<file path="config.mk">
export PLATFORM = sky130hd
export DESIGN_NAME = pma_ctrl
export DESIGN_NICKNAME = d
export VERILOG_FILES = /design/src/rtl/pma_pkg.sv /design/src/rtl/pma_ctrl.sv
export SDC_FILE = /design/constraint.sdc
export NUM_CORES = 1
export LEC_CHECK = 0
export ABC_AREA = 1
export BUFFER_PORTS_ARGS = -buffer_cell sky130_fd_sc_hd__buf_2
export CORE_AREA = 3 3 40 42
export CTS_BUF_LIST = sky130_fd_sc_hd__clkbuf_16
export CTS_CLUSTER_DIAMETER = 80
export CTS_CLUSTER_SIZE = 24
export DETAILED_ROUTE_END_ITERATION = 8
export DIE_AREA = 0 0 43 45
export MAX_ROUTING_LAYER = met4
export PLACE_DENSITY = 0.68
export REMOVE_ABC_BUFFERS = 1
export SLEW_MARGIN = 20
export SYNTH_ARGS = -nofsm -noshare
export SYNTH_HDL_FRONTEND = slang
export SYNTH_SLANG_ARGS = --single-unit
</file>
<file path="constraint.sdc">
create_clock -name clk_i -period 1.1 [get_ports clk_i]
set_clock_uncertainty 0.05 [all_clocks]
set_input_delay 0 -clock clk_i [delete_from_list [all_inputs] [get_ports clk_i]]
set_output_delay 0 -clock clk_i [all_outputs]
set_load 0.01 [all_outputs]
</file>
<file path="src/rtl/pma_pkg.sv">
// ----------------------------------------------------------------------------
// pma_pkg
// Shared widths, datapath operation codes and the control/status bundles
// of the paged memory allocator.
// ----------------------------------------------------------------------------
package pma_pkg;

  localparam int OFFSET_BITS = 10;
  localparam int VPAGE_BITS  = 10;
  localparam int FRAME_BITS  = 10;
  localparam int NUM_FRAMES  = 1024;
  localparam int ADDR_BITS   = 20;
  localparam int PID_BITS    = 4;
  localparam int PIDX_BITS   = 3;
  localparam int MAX_PROCS   = 8;
  localparam int SIZE_BITS   = 21;
  localparam int PAGES_BITS  = 12;
  localparam int CNT_BITS    = FRAME_BITS + 1;
  localparam int PMAP_ABITS  = PIDX_BITS + VPAGE_BITS;

  localparam logic [ADDR_BITS-1:0] BREAK_RESET = 20'd1024;

  localparam logic [1:0] ACT_ALLOC = 2'd0;
  localparam logic [1:0] ACT_FREE  = 2'd1;
  localparam logic [1:0] ACT_READ  = 2'd2;
  localparam logic [1:0] ACT_WRITE = 2'd3;

  localparam logic [3:0] OP_NONE      = 4'd0;
  localparam logic [3:0] OP_CLEAR     = 4'd1;
  localparam logic [3:0] OP_LATCH     = 4'd2;
  localparam logic [3:0] OP_PMAP_RD   = 4'd3;
  localparam logic [3:0] OP_FRAME_RD  = 4'd4;
  localparam logic [3:0] OP_SCAN_INIT = 4'd5;
  localparam logic [3:0] OP_SCAN      = 4'd6;
  localparam logic [3:0] OP_ALLOC_END = 4'd7;
  localparam logic [3:0] OP_WALK      = 4'd8;
  localparam logic [3:0] OP_RAM_RD    = 4'd9;
  localparam logic [3:0] OP_RAM_WR    = 4'd10;
  localparam logic [3:0] OP_RESULT    = 4'd11;

  typedef struct packed {
    logic [3:0] op;
    logic       ok;
  } cmd_t;

  typedef struct packed {
    logic       clr_last;
    logic [1:0] action;
    logic       pid_ok;
    logic       alloc_ok;
    logic       map_ok;
    logic       own_ok;
    logic       pos_zero;
    logic       next_last;
    logic       scan_full;
    logic       out_busy;
  } sts_t;

endpackage

</file>
<file path="src/rtl/pma_ctrl.sv">
// ----------------------------------------------------------------------------
// pma_ctrl
// Sequencer of the allocator: clearing pass, request decode, frame scan,
// chain walk and result hand-off.
// ----------------------------------------------------------------------------
module pma_ctrl import pma_pkg::*; (
  input  logic clk_i,
  input  logic rst_ni,
  input  logic in_valid_i,
  output logic in_stall_o,
  input  sts_t sts_i,
  output cmd_t cmd_o
);

  localparam logic [3:0] S_CLEAR  = 4'd0;
  localparam logic [3:0] S_IDLE   = 4'd1;
  localparam logic [3:0] S_DECODE = 4'd2;
  localparam logic [3:0] S_FRAME  = 4'd3;
  localparam logic [3:0] S_CHECK  = 4'd4;
  localparam logic [3:0] S_SCAN   = 4'd5;
  localparam logic [3:0] S_AEND   = 4'd6;
  localparam logic [3:0] S_WALK   = 4'd7;
  localparam logic [3:0] S_WALKW  = 4'd8;
  localparam logic [3:0] S_RESULT = 4'd9;

  logic [3:0] state_q, state_d;
  logic       ok_q, ok_d;

  assign in_stall_o = (state_q != S_IDLE);

  always_comb begin
    state_d   = state_q;
    ok_d      = ok_q;
    cmd_o.op  = OP_NONE;
    cmd_o.ok  = ok_q;
    case (state_q)
      S_CLEAR: begin
        cmd_o.op = OP_CLEAR;
        if (sts_i.clr_last) state_d = S_IDLE;
      end
      S_IDLE: begin
        if (in_valid_i) begin
          cmd_o.op = OP_LATCH;
          state_d  = S_DECODE;
        end
      end
      S_DECODE: begin
        ok_d = 1'b0;
        if (!sts_i.pid_ok) begin
          state_d = S_RESULT;
        end else if (sts_i.action == ACT_ALLOC) begin
          if (sts_i.alloc_ok) begin
            cmd_o.op = OP_SCAN_INIT;
            state_d  = S_SCAN;
          end else begin
            state_d = S_RESULT;
          end
        end else begin
          cmd_o.op = OP_PMAP_RD;
          state_d  = S_FRAME;
        end
      end
      S_FRAME: begin
        cmd_o.op = OP_FRAME_RD;
        state_d  = S_CHECK;
      end
      S_CHECK: begin
        state_d = S_RESULT;
        if (sts_i.map_ok && sts_i.own_ok) begin
          case (sts_i.action)
            ACT_FREE: begin
              if (sts_i.pos_zero) begin
                ok_d    = 1'b1;
                state_d = S_WALK;
              end
            end
            ACT_READ: begin
              ok_d     = 1'b1;
              cmd_o.op = OP_RAM_RD;
            end
            ACT_WRITE: begin
              ok_d     = 1'b1;
              cmd_o.op = OP_RAM_WR;
            end
            default: ok_d = 1'b0;
          endcase
        end
      end
      S_SCAN: begin
        // advance one frame a cycle until enough free frames are taken
        cmd_o.op = OP_SCAN;
        if (sts_i.scan_full) state_d = S_AEND;
      end
      S_AEND: begin
        cmd_o.op = OP_ALLOC_END;
        ok_d     = 1'b1;
        state_d  = S_RESULT;
      end
      S_WALK: begin
        cmd_o.op = OP_WALK;
        state_d  = sts_i.next_last ? S_RESULT : S_WALKW;
      end
      S_WALKW: begin
        state_d = S_WALK;
      end
      S_RESULT: begin
        if (!sts_i.out_busy) begin
          cmd_o.op = OP_RESULT;
          state_d  = S_IDLE;
        end
      end
      default: state_d = S_IDLE;
    endcase
  end

  always_ff @(posedge clk_i or negedge rst_ni) begin
    if (!rst_ni) begin
      state_q <= S_CLEAR;
      ok_q    <= 1'b0;
    end else begin
      state_q <= state_d;
      ok_q    <= ok_d;
    end
  end

endmodule

</file>
# Word-level counts from Yosys, hierarchy flattened
# Index checks and enable logic that the tools add are counted.
# op_classes
eq_ne,19
mux,24
addsub,0
div_mod_pow,0
n_mul,0
n_lt_le_gt_ge,0
bitwise,0
n_reduce_logical,7
shifts,0
# ops
operator,n
2-to-1 mux 4 bit,14
one-hot mux 4 bit (10 select lines),1
one-hot mux 4 bit (9 select lines),1
"== test 4 x 3 -> 1 bit, second input constant",4
"!= test 2 bit, second input constant",5
"== test 4 x 2 -> 1 bit, second input constant",2
"== test 4 bit, second input constant",2
one-hot mux 4 bit (2 select lines),1
"== test 2 bit, second input constant",2
"== test 4 x 1 -> 1 bit, second input constant",1
zero test 4 bit,1
"!= test 4 x 1 -> 1 bit, second input constant",1
AND reduction 4 bit,1
2-to-1 mux 1 bit,3
2-to-1 mux 3 bit,1
"!= test 3 bit, second input constant",1
one-hot mux 1 bit (3 select lines),1
AND reduction 3 bit,1
nonzero test 3 bit,1
"== test 2 x 1 -> 1 bit, second input constant",1
zero test 2 bit,1
2-to-1 mux 2 bit,1
one-hot mux 1 bit (2 select lines),1
OR reduction 2 bit,1
logical AND 1 bit,1
# totals
latch_bits,0
memories,0
ram_bits,0
input_bits,14
reg_bits,5
mem_bits_ro,0

# Depth between registers and ports, before layout
# Gate-level depths: netlist (run 1).
# logic_depth
depth_word,5
ltp_mapped,8
ltp_nobuf,8

# Least setup slack after synthesis (run 1)
# Ideal clock, no wire load.
# synth_path
path_type,flip-flop to flip-flop
startpoint,register state_q[0]
endpoint,register ok_q
synth_period_minus_slack_ps,1134
arrival_time_ps,961
t_required_ps,928
setup_slack_ps,-34
setup_time_ps,122
n_path_buf,0
stages_incl_launch_ff,9
cell_sequence,dfrtp_1 > inv_2 > nand2_2 > nor2_2 > inv_1 > nand2_1 > nand2_1 > nand2_1 > o21ai_1
# synth_via
elab_chain_cells,3
elab_cells_between_ends,8
# synth_rtl
element,line,rtl
"start, declared",pma_ctrl.sv:26,"logic [3:0] state_q, state_d;"
"start signal, assigned",pma_ctrl.sv:121,state_q <= state_d;
== test 4 x 3 -> 1 bit or == test 4 x 2 -> 1 bit (tied branches),pma_ctrl.sv:36,case (state_q)
"!= test 3 bit (no source line), or another cell as far along",-,
AND reduction 3 bit (no source line),-,
"end signal, assigned",pma_ctrl.sv:122,ok_q <= ok_d;
"end, declared",pma_ctrl.sv:27,"logic ok_q, ok_d;"
# Several ways; a longest one is shown, not always the timed one.
# A chain may end at the register's enable or synchronous reset.

==> results of run 1 <==
==> worst paths after layout <==
check,from,end
hold / removal,rst_ni,state_q[3]$_DFFE_PN0P_
setup reg to reg,state_q[3]$_DFFE_PN0P_,ok_q$_DFFE_PN0P_
hold reg to reg,ok_q$_DFFE_PN0P_,ok_q$_DFFE_PN0P_
min in group clk_i,sts_i[7],state_q[3]$_DFFE_PN0P_
max in group asynchronous,rst_ni,state_q[2]$_DFFE_PN0P_
setup / recovery,state_q[3]$_DFFE_PN0P_,cmd_o[4]
==> timing repair <==
item                                   CTS  global route
hold buffers                             1             0
buffers inserted                         5             5
endpoints found under the hold margin    5             0
setup endpoints to repair               10            10
pin swaps                               11             4
gates resized for setup                 21            11
gates cloned                             0             0
==> cell families after synthesis <==
group                  count (synthesis)  share of synthesized area
buffers and inverters                 11                     0.0874
and+or+nand+nor                       66                      0.578
AOI/OAI and AO/OA                      8                     0.0922
DFF                                    5                      0.243
==> flip-flops by register name (all words and copies together) (netlist names) <==
name / count
state_q: 4
ok_q: 1
==> where the power goes <==
part           total [mW]  internal (mW)  switching (mW)
combinational        1.62          0.734           0.889
sequential          0.355          0.269          0.0855
clock               0.585          0.470           0.115
==> per-stage QoR <==
| step | area, um2 | worst slack (ns) |
|---|---|---|
| after CTS | 867 | -0.278 |
| after detailed placement | 682 | -0.175 |
| after floorplan | 508 | -0.0354 |
| final | 940 | -0.361 |
| after global placement | 682 | -0.140 |
| after global routing | 940 | -0.421 |
==> routing by layer <==
metal / part of all wire / vias to the layer above / wire length [um]
met5: 0 / - / 0
met1: 0.40 / 362 / 817
met4: 0.037 / 0 / 74
met3: 0.050 / 10 / 101
li1: - / 371 / -
met2: 0.51 / 34 / 1030
==> cells in the final DEF (no fill, tap or decap), drive strengths merged <==
cell type    count
dlygate4sd3      1
dfrtp            5
or2              1
nand4            3
buf             36
nor2            21
nand2           27
nor3             1
o221ai           1
nand3b           2
a21oi            2
o21ai            5
clkbuf           3
inv             11
nand3           11
==> cell type report <==
cell class	instances	area (um2)	area share
flip-flops and latches	5	128	0.136
multi-input cells	74	423	0.450
well taps	15	18.8	0.0200
clock inverters	1	3.75	0.00399
clock buffers	3	75.1	0.0799
repair buffers	37	254	0.270
inverters	10	37.5	0.0399
==> impl_metrics.tcl, run 1 <==
set metrics [dict create \
    status "finished with violations" \
    failed_checks "setup timing" \
    synth-seq-cells 5 \
    yosys.cell_types.count 19 \
    cts_max_level 1 \
    firstDrtPassIters 4 \
    drv_cap 0 \
    p_leak_nw 0.492 \
    dieArea_mm2 0.00194 \
    grt_pass1_wl_um 2780 \
    root_buffer "clkbuf_16" \
    synth-seq-area-share 0.243 \
    cp_max_fo 3 \
    synth_top_area_frac 0.243 \
    met2_usage 0.353 \
    rsz0062_at_grt "yes" \
    slowest_delay_ns 0.39 \
    place_inst 131 \
    async_flop_share 1.00 \
    numCtsBuffers 3 \
    r2r_setup_slack_ns -0.26 \
    setup_tns_ns -2.50 \
    power.density_mw_per_mm2 2730 \
    die_y_um 45 \
    hold_violations 0 \
    place.gp.congestion 0.925 \
    rows 13 \
    worst_pin_slew_ns 0.221 \
    die_w_um 43 \
    max_freq_mhz 684 \
    ctsLongestPathBuffers 2 \
    overflow 0 \
    synth_largest_area_cell "dfrtp_1" \
    drive_gt1_frac 0.523 \
    relSlewSlack 0.851 \
    ys_top_cells_by_area "dfrtp_1 24%, nand2_1 18%, nor2_1 13%" \
    synth_flop_cell "dfrtp_1" \
    synth.top_cells.by_count "25 x nand2_1, 18 x nor2_1, 11 x nand3_1" \
    vias 777 \
    clkTransAtPathRegs_ns 0.03 \
    cp.depth 6 \
    dpl.hpwl_um 1140 \
    setup_viol 10 \
    first_global_vias 747 \
    nets 145 \
    synth_enable_flop_cells 0 \
    yosysMostFrequentCell "nand2_1" \
    yosysWarnings 0 \
    grt_antenna_before_repair 0 \
    critPathSlowestCell "dfrtp_1" \
    drt_iter0_drc 25 \
    io_pins 20 \
    timing.final.crit_share 1.33 \
    r2r_cells 9 \
    syn2layout_area_growth_pct 82.3 \
    start_kind "register" \
    peakVddDrop_uv 1760 \
    design.core.area_mm2 0.00128 \
    critPathKind "reg2out" \
    drt_wl_total_um 2020 \
    fin_crit_ns 1.46 \
    worst-path-buf-inv 3 \
    n_fill_cell 88 \
    synth_area_um2 515 \
    cp_top_family "buffers and inverters" \
    endpoint_kind "output port" \
    io_buffers 19 \
    clock-sinks 5 \
    hold_path_class "in2async" \
    wl_per_cell_um 13.9 \
    viasPerCell 5.36 \
    clk_latency_ns 0.23 \
    synthesis.instances 90 \
    final_cells 145 \
    cp.required_ns 1.05 \
    final_util 0.731 \
    grt_max_degree 7 \
    use_met3 0.0478 \
    busiest_layer "met2" \
    arrival_ns 1.41 \
    start_util 0.401 \
    met1_usage 0.193 \
    ant_nets 0 \
    p_total_mw 2.56 \
    synth_area_per_cell_um2 5.73 \
    diodes 0 \
    crit_path_cell_trace "buf_4, buf_6, nor2_4, nand2_2, o221ai_2, buf_2" \
    finalWorstSetupSlack_ns -0.361 \
    slew_viol_final 0 \
    holdWs_ns 0.0649 \
    drcViolationCount 0 \
    grt_usage 0.202 \
    cts_tree "built" \
]
No activity file was read; power rests on OpenSTA's default activity.
==> run 2, diff against run 1 <==
==> constraint.sdc (replaced) <==
create_clock -name clk_i -period 1.1 [get_ports clk_i]
set_clock_uncertainty 0.05 [all_clocks]
set_input_delay 0.165 -clock clk_i [delete_from_list [all_inputs] [get_ports clk_i]]
set_output_delay 0.165 -clock clk_i [all_outputs]
set_load 0.01 [all_outputs]
==> impl_metrics.tcl, run 2 (synthesized netlist as in run 1, its figures left out) <==
set metrics [dict create \
    start_kind "register" \
    p_total_mw 2.32 \
    place_ws_ns -0.316 \
    p_leak_nw 0.489 \
    cp_max_fo 4 \
    drive_gt1_frac 0.492 \
    arrival_ns 1.40 \
    final_cells 147 \
    critPathSlowestCell "dfrtp_2" \
    clkTransAtPathRegs_ns 0.03 \
    dpl.hpwl_um 1380 \
    cp.required_ns 0.88 \
    syn2layout_area_growth_pct 74.3 \
    overflow 0 \
    io_buffers 19 \
    timing.final.crit_share 1.47 \
    clk_latency_ns 0.23 \
    endpoint_kind "output port" \
    worst-path-buf-inv 3 \
    numCtsBuffers 3 \
    root_buffer "clkbuf_16" \
    fin_crit_ns 1.62 \
    layout_commonest_cell "nand2_1" \
    drv_cap 0 \
    holdWs_ns 0.236 \
    wl_per_cell_um 12.6 \
    dieArea_mm2 0.00194 \
    grt_pass1_wl_um 3120 \
    peakVddDrop_uv 1620 \
    io_pins 20 \
    setup_viol 10 \
    ctsLongestPathBuffers 2 \
    start_util 0.401 \
    cp_top_family "flip-flops" \
    first_global_vias 733 \
    worst_pin_slew_ns 0.206 \
    final_cell_mix "21 x nand2_1, 19 x buf_2, 19 x buf_4, 13 x nor2_1, 9 x nand3_1" \
    max_freq_mhz 618 \
    grt_antenna_before_repair 0 \
    cp_common_cell "nor2_1" \
    die_w_um 43 \
    slew_viol_final 0 \
    rows 13 \
    largest-register "state_q" \
    power.density_mw_per_mm2 2580 \
    design.core.area_mm2 0.00128 \
    nets 147 \
    relSlewSlack 0.862 \
    finalWorstSetupSlack_ns -0.519 \
    drt_iter0_drc 21 \
    rsz0062_at_grt "yes" \
    largest_reg_flops 4 \
    setup_tns_ns -3.07 \
    firstDrtPassIters 4 \
    n_fill_cell 114 \
    die_y_um 45 \
    drcViolationCount 0 \
    hold_violations 0 \
    drt_wl_total_um 1860 \
    cts_max_level 1 \
    failed_checks "setup timing" \
    top_regs "state_q: 4 flops, ok_q: 1 flops" \
    cts_tree "built" \
    place_inst 140 \
    place.gp.congestion 0.863 \
    grt_max_degree 6 \
    vias 730 \
    slowest_delay_ns 0.44 \
    diodes 0 \
    crit_path_cell_trace "inv_2, nand2_2, nor2_4, inv_1, nor2_1, nor2_1, nand2_1, buf_2" \
    hold_path_class "in2async" \
    ant_nets 0 \
    grt_usage 0.227 \
    viasPerCell 4.97 \
    clock-sinks 5 \
    status "finished with violations" \
    critPathKind "reg2out" \
]
-- run 2: power by group --
part	leakage [nW]	switching (mW)	total, mW	internal [mW]
clock network	0.0423	0.116	0.587	0.471
registers	0.0619	0.0848	0.354	0.270
logic	0.385	0.790	1.38	0.587
total	0.489	0.991	2.32	1.33
-- run 2: timing repair --
action / in CTS / in global routing
buffers inserted: 2 / 0
pin swaps: 2 / 1
endpoints found under the setup margin: 10 / 10
hold endpoints to repair: 5 / 0
gates resized for setup: 16 / 2
hold buffers: 1 / 0
-- run 2: layout make-up --
class,count,area [um2],area share
Multi-Input combinational cell,74,388,0.432
Tap cell,15,18.8,0.0209
Clock buffer,3,75.1,0.0836
Clock inverter,1,3.75,0.00418
Inverter,10,37.5,0.0418
Sequential cell,5,128,0.142
Timing Repair Buffer,39,248,0.276
-- run 2: routing by layer --
| layer | global-route usage | part of all wire | up-vias |
|---|---|---|---|
| met5 | - | 0 | - |
| met4 | 0.0843 | 0.0065 | 0 |
| met3 | 0.0478 | 0.041 | 2 |
| met2 | 0.413 | 0.54 | 28 |
| met1 | 0.242 | 0.41 | 323 |
| li1 | - | - | 377 |
-- run 2: per-stage QoR --
step | util | cell area, um2
3_3_place_gp | 0.583 | 749
3_5_place_dp | 0.583 | 749
4_1_cts | 0.695 | 893
6_report | 0.699 | 898
5_1_grt | 0.699 | 898
2_1_floorplan | - | 508
-- run 2: worst paths after layout --
kind	endpoint	slack (ns)	cells after the start	startpoint
setup / recovery	cmd_o[1]	-0.52	8	state_q[2]$_DFFE_PN0P_
hold / removal	state_q[0]$_DFFE_PN0P_	0.24	2	rst_ni
setup reg to reg	state_q[1]$_DFFE_PN0P_	-0.26	9	state_q[1]$_DFFE_PN0P_
hold reg to reg	ok_q$_DFFE_PN0P_	0.47	2	ok_q$_DFFE_PN0P_
max in group asynchronous	state_q[2]$_DFFE_PN0P_	0.62	2	rst_ni
min in group clk_i	state_q[0]$_DFFE_PN0P_	0.26	5	sts_i[2]
==> run 3, diff against run 2 <==
--- a/config.mk
+++ b/config.mk
@@ -5,16 +5,15 @@
 export SDC_FILE = /design/constraint.sdc
 export NUM_CORES = 1
 export LEC_CHECK = 0
-export ABC_AREA = 1
 export BUFFER_PORTS_ARGS = -buffer_cell sky130_fd_sc_hd__buf_2
-export CORE_AREA = 3 3 40 42
+export CORE_MARGIN = 3
+export CORE_UTILIZATION = 43
 export CTS_BUF_LIST = sky130_fd_sc_hd__clkbuf_16
 export CTS_CLUSTER_DIAMETER = 80
 export CTS_CLUSTER_SIZE = 24
 export DETAILED_ROUTE_END_ITERATION = 8
-export DIE_AREA = 0 0 43 45
 export MAX_ROUTING_LAYER = met4
-export PLACE_DENSITY = 0.68
+export PLACE_DENSITY = 0.73
 export REMOVE_ABC_BUFFERS = 1
 export SLEW_MARGIN = 20
 export SYNTH_ARGS = -nofsm -noshare
==> impl_metrics.tcl, run 3 <==
set metrics [dict create \
    numCtsBuffers 3 \
    synth_largest_area_cell "dfrtp_1" \
    clock-sinks 5 \
    start_util 0.499 \
    synth_top_area_frac 0.209 \
    place_ws_ns -0.514 \
    io_buffers 19 \
    place.gp.congestion 0.889 \
    synth-seq-cells 5 \
    holdBufCountCts 1 \
    die_w_um 43.3 \
    dpl.hpwl_um 1720 \
    post-cts-setup-buffers 14 \
    root_buffer "clkbuf_16" \
    failed_stage "4_1_cts" \
    status "aborted with a tool error" \
    ctsLongestPathBuffers 2 \
    rows 12 \
    synth_enable_flop_cells 0 \
    synth_area_per_cell_um2 7.49 \
    yosys.cell_types.count 36 \
    synthesis.instances 80 \
    synth_flop_cell "dfrtp_1" \
    yosysMostFrequentCell "a21oi_1" \
    yosysWarnings 0 \
    die_y_um 43.3 \
    ctsResizeCount 29 \
    cts_max_level 1 \
    async_flop_share 1.00 \
    error_line "[ERROR DPL-0038] Utilization greater than 100%, impossible to legalize" \
    io_pins 20 \
    synth_area_um2 599 \
    ys_top_cells_by_area "dfrtp_1 21%, a21oi_1 6.7%, buf_2 5.8%" \
    synth-seq-area-share 0.209 \
    synth.top_cells.by_count "8 x a21oi_1, 7 x buf_2, 6 x nor2_1" \
]
==> run 3: cell count changes after synthesis, moves of 3 or more <==
cell      change
nand2b_1      +3
buf_2         +7
nand2_1      -20
a21oi_1       +6
nor2b_1       +4
o31ai_1       +3
nand3_1       -9
and3_1        +3
nor2_1       -12
inv_1         -8
==> run 3: kinds of logic after synthesis <==
family                    after synthesis  synth area share
and+or+nand+nor                        38             0.378
AOI/OAI and AO/OA                      25             0.286
buffers and inverters                  10            0.0960
DFF                                     5             0.209
xor gates and xnor gates                1            0.0146
muxes                                   1            0.0167
==> run 3: stage by stage <==
stage | area [um2] | cells
after floorplan | 546 | 71
after global placement | 918 | 137
after detailed placement | 918 | 137
==> run 4, diff against run 3 <==
==> config.mk (replaced) <==
export PLATFORM = sky130hd
export DESIGN_NAME = pma_ctrl
export DESIGN_NICKNAME = d
export VERILOG_FILES = /design/src/rtl/pma_pkg.sv /design/src/rtl/pma_ctrl.sv
export SDC_FILE = /design/constraint.sdc
export NUM_CORES = 1
export LEC_CHECK = 0
export BUFFER_PORTS_ARGS = -buffer_cell sky130_fd_sc_hd__buf_2
export CORE_AREA = 3 3 64 66
export DETAILED_ROUTE_END_ITERATION = 8
export DIE_AREA = 0 0 67 69
export PLACE_DENSITY_LB_ADDON = 0.15
export REMOVE_ABC_BUFFERS = 1
export SLEW_MARGIN = 20
export SYNTH_ARGS = -nofsm -noshare
export SYNTH_HDL_FRONTEND = slang
export SYNTH_SLANG_ARGS = --single-unit
==> constraint.sdc (replaced) <==
create_clock -name clk_i -period 1.45 [get_ports clk_i]
set_clock_uncertainty 0.05 [all_clocks]
set_input_delay 0.2175 -clock clk_i [delete_from_list [all_inputs] [get_ports clk_i]]
set_output_delay 0.2175 -clock clk_i [all_outputs]
set_load 0.01 [all_outputs]
==> impl_metrics.tcl, run 4 <==
set metrics [dict create \
    status "finished with violations" \
    failed_checks "setup timing" \
    cp-startpoint "state_q[1]$_DFFE_PN0P_" \
    first_global_vias 801 \
    cp_max_fo 5 \
    syn2layout_area_growth_pct 67.8 \
    final_util 0.277 \
    grt_max_degree 13 \
    finalWorstSetupSlack_ns -0.368 \
    wl_per_cell_um 13.0 \
    design.core.area_mm2 0.00363 \
    drv_cap 0 \
    timing.rr.start "state_q[1]$_DFFE_PN0P_" \
    synth_compound_area_frac 0.286 \
    r2r_setup_slack_ns -0.11 \
    fin_crit_ns 1.82 \
    crit_path_end "cmd_o[2]" \
    viasPerCell 4.50 \
    numCtsBuffers 3 \
    arrival_ns 1.55 \
    peakVddDrop_uv 569 \
    worst_pin_slew_ns 0.352 \
    synthAdderAreaFrac 0 \
    start_util 0.165 \
    cts_tree "built" \
    grt_antenna_before_repair 0 \
    ys_top_cells_by_area "dfrtp_1 21%, a21oi_1 6.7%, buf_2 5.8%" \
    largest-register "state_q" \
    power.density_mw_per_mm2 1830 \
    final_cell_mix "25 x buf_4, 18 x buf_2, 6 x nor2_1, 6 x a21oi_1" \
    dpl.hpwl_um 1720 \
    final_cells 169 \
    place_inst 162 \
    timing.final.crit_share 1.25 \
    synth_flop_cell "dfrtp_1" \
    synth_enable_flop_cells 0 \
    max_freq_mhz 550 \
    overflow 0 \
    cp.required_ns 1.18 \
    clk_latency_ns 0.22 \
    critPathKind "reg2out" \
    die_w_um 67 \
    place.gp.congestion 0.773 \
    synth-seq-cells 5 \
    ctsLongestPathBuffers 2 \
    holdWs_ns 0.226 \
    endpoint_kind "output port" \
    synth_top_area_frac 0.209 \
    ant_nets 0 \
    synth_mux_area_frac 0.0167 \
    synthXorXnorAreaFrac 0.0146 \
    synthesis.instances 80 \
    largest_reg_flops 4 \
    firstDrtPassIters 2 \
    clkTransAtPathRegs_ns 0.04 \
    rsz0062_at_grt "yes" \
    synthSimpleGateAreaFrac 0.378 \
    rows 22 \
    hold_violations 0 \
    vias 761 \
    slew_viol_final 0 \
    synth_area_um2 599 \
    start_kind "register" \
    setup_viol 7 \
    die_y_um 69 \
    io_pins 20 \
    root_buffer "clkbuf_8" \
    diodes 0 \
    drt_wl_total_um 2190 \
    yosysWarnings 0 \
    layout_commonest_cell "buf_4" \
    relSlewSlack 0.765 \
    synth_largest_area_cell "dfrtp_1" \
    dieArea_mm2 0.00462 \
    r2r_cells 5 \
    synth_top_family_by_area "simple AND/OR/NAND/NOR gates" \
    drcViolationCount 0 \
    clock-sinks 5 \
    yosys.cell_types.count 36 \
    cts_max_level 1 \
    async_flop_share 1.00 \
    drive_gt1_frac 0.521 \
    nets 136 \
    io_buffers 19 \
    top_regs "state_q: 4 flops, ok_q: 1 flops" \
    drt_iter0_drc 40 \
    r2r_end "state_q[2]$_DFFE_PN0P_" \
    yosysMostFrequentCell "a21oi_1" \
    grt_usage 0.0971 \
    synth.top_cells.by_count "8 x a21oi_1, 7 x buf_2, 6 x nor2_1" \
    grt_pass1_wl_um 3640 \
    hold_path_class "in2reg" \
    synth-seq-area-share 0.209 \
    p_leak_nw 0.440 \
    synth_area_per_cell_um2 7.49 \
]
==> run 4: cell counts after synthesis <==
Identical to the previous run, type by type.
==> run 4: through the flow <==
| step | total power, mW | area, um2 | setup TNS, ns | setup slack [ns] |
|---|---|---|---|---|
| 2_1_floorplan | 0.867 | 546 | -0.792 | -0.299 |
| 4_1_cts | 1.81 | 977 | -1.79 | -0.389 |
| 3_3_place_gp | 1.47 | 881 | -0.908 | -0.230 |
| 3_5_place_dp | 1.45 | 881 | -0.914 | -0.202 |
| 5_1_grt | 2.01 | 1010 | -2.36 | -0.462 |
| 6_report | 1.84 | 1010 | -1.67 | -0.368 |
==> run 4: cell families (layout without fill, tap and decap cells) <==
| kind of cell | count (synthesis) | count (layout) |
|---|---|---|
| AO/OA/AOI/OAI | 25 | 25 |
| AND/OR/NAND/NOR | 38 | 38 |
| flip-flops | 5 | 5 |
| buffers and inverters | 10 | 51 |
| XOR/XNOR | 1 | 1 |
| multiplexers | 1 | 1 |
==> run 4: what timing repair did <==
action,CTS,global route
endpoints found under the hold margin,5,0
gates resized for setup,9,6
setup buffers,2,1
setup endpoints to repair,8,9
pin swaps,1,8
hold buffers,1,0
==> run 4: worst min path at each step <==
stage | startpoint | to | slack [ns] | cells past startpoint
after floorplan | rst_ni | ok_q$_DFFE_PN0P_ | -0.13 | 0
after CTS | sts_i[10] | state_q[0]$_DFFE_PN0P_ | 0.24 | 3
after global routing | sts_i[10] | state_q[0]$_DFFE_PN0P_ | 0.26 | 3
final | sts_i[10] | state_q[0]$_DFFE_PN0P_ | 0.23 | 3
after global placement | rst_ni | ok_q$_DFFE_PN0P_ | -0.007 | 1
after detailed placement | rst_ni | ok_q$_DFFE_PN0P_ | -0.008 | 1
==> run 4: power by group <==
part           internal [mW]  total [mW]  switching, mW  leakage, nW
Sequential             0.209       0.303         0.0940       0.0594
Combinational          0.674        1.28          0.605        0.358
Clock                  0.189       0.257         0.0686       0.0228
Total                   1.07        1.84          0.768        0.440
==> run 4: critical path, cell delays in order (launching register included) <==
cell and delay (ns):
dfrtp_2 0.42, nand2_2 0.07, or4_4 0.51, a21oi_2 0.11, or3_1 0.10, buf_2 0.12
==> run 4: layout make-up <==
class | count | area (um2)
Inverter | 1 | 3.75
Multi-Input combinational cell | 65 | 458
Timing Repair Buffer | 46 | 310
Tap cell | 48 | 60.1
Fill cell | 409 | 2630
Clock buffer | 4 | 45.0
Sequential cell | 5 | 129
==> run 4: metal layers <==
layer / up-vias / wire [um] / track usage
met5: - / 0 / 0
met4: 0 / 40 / 0.0495
met3: 4 / 117 / 0.00977
met2: 24 / 979 / 0.151
met1: 346 / 1050 / 0.130
li1: 387 / - / -
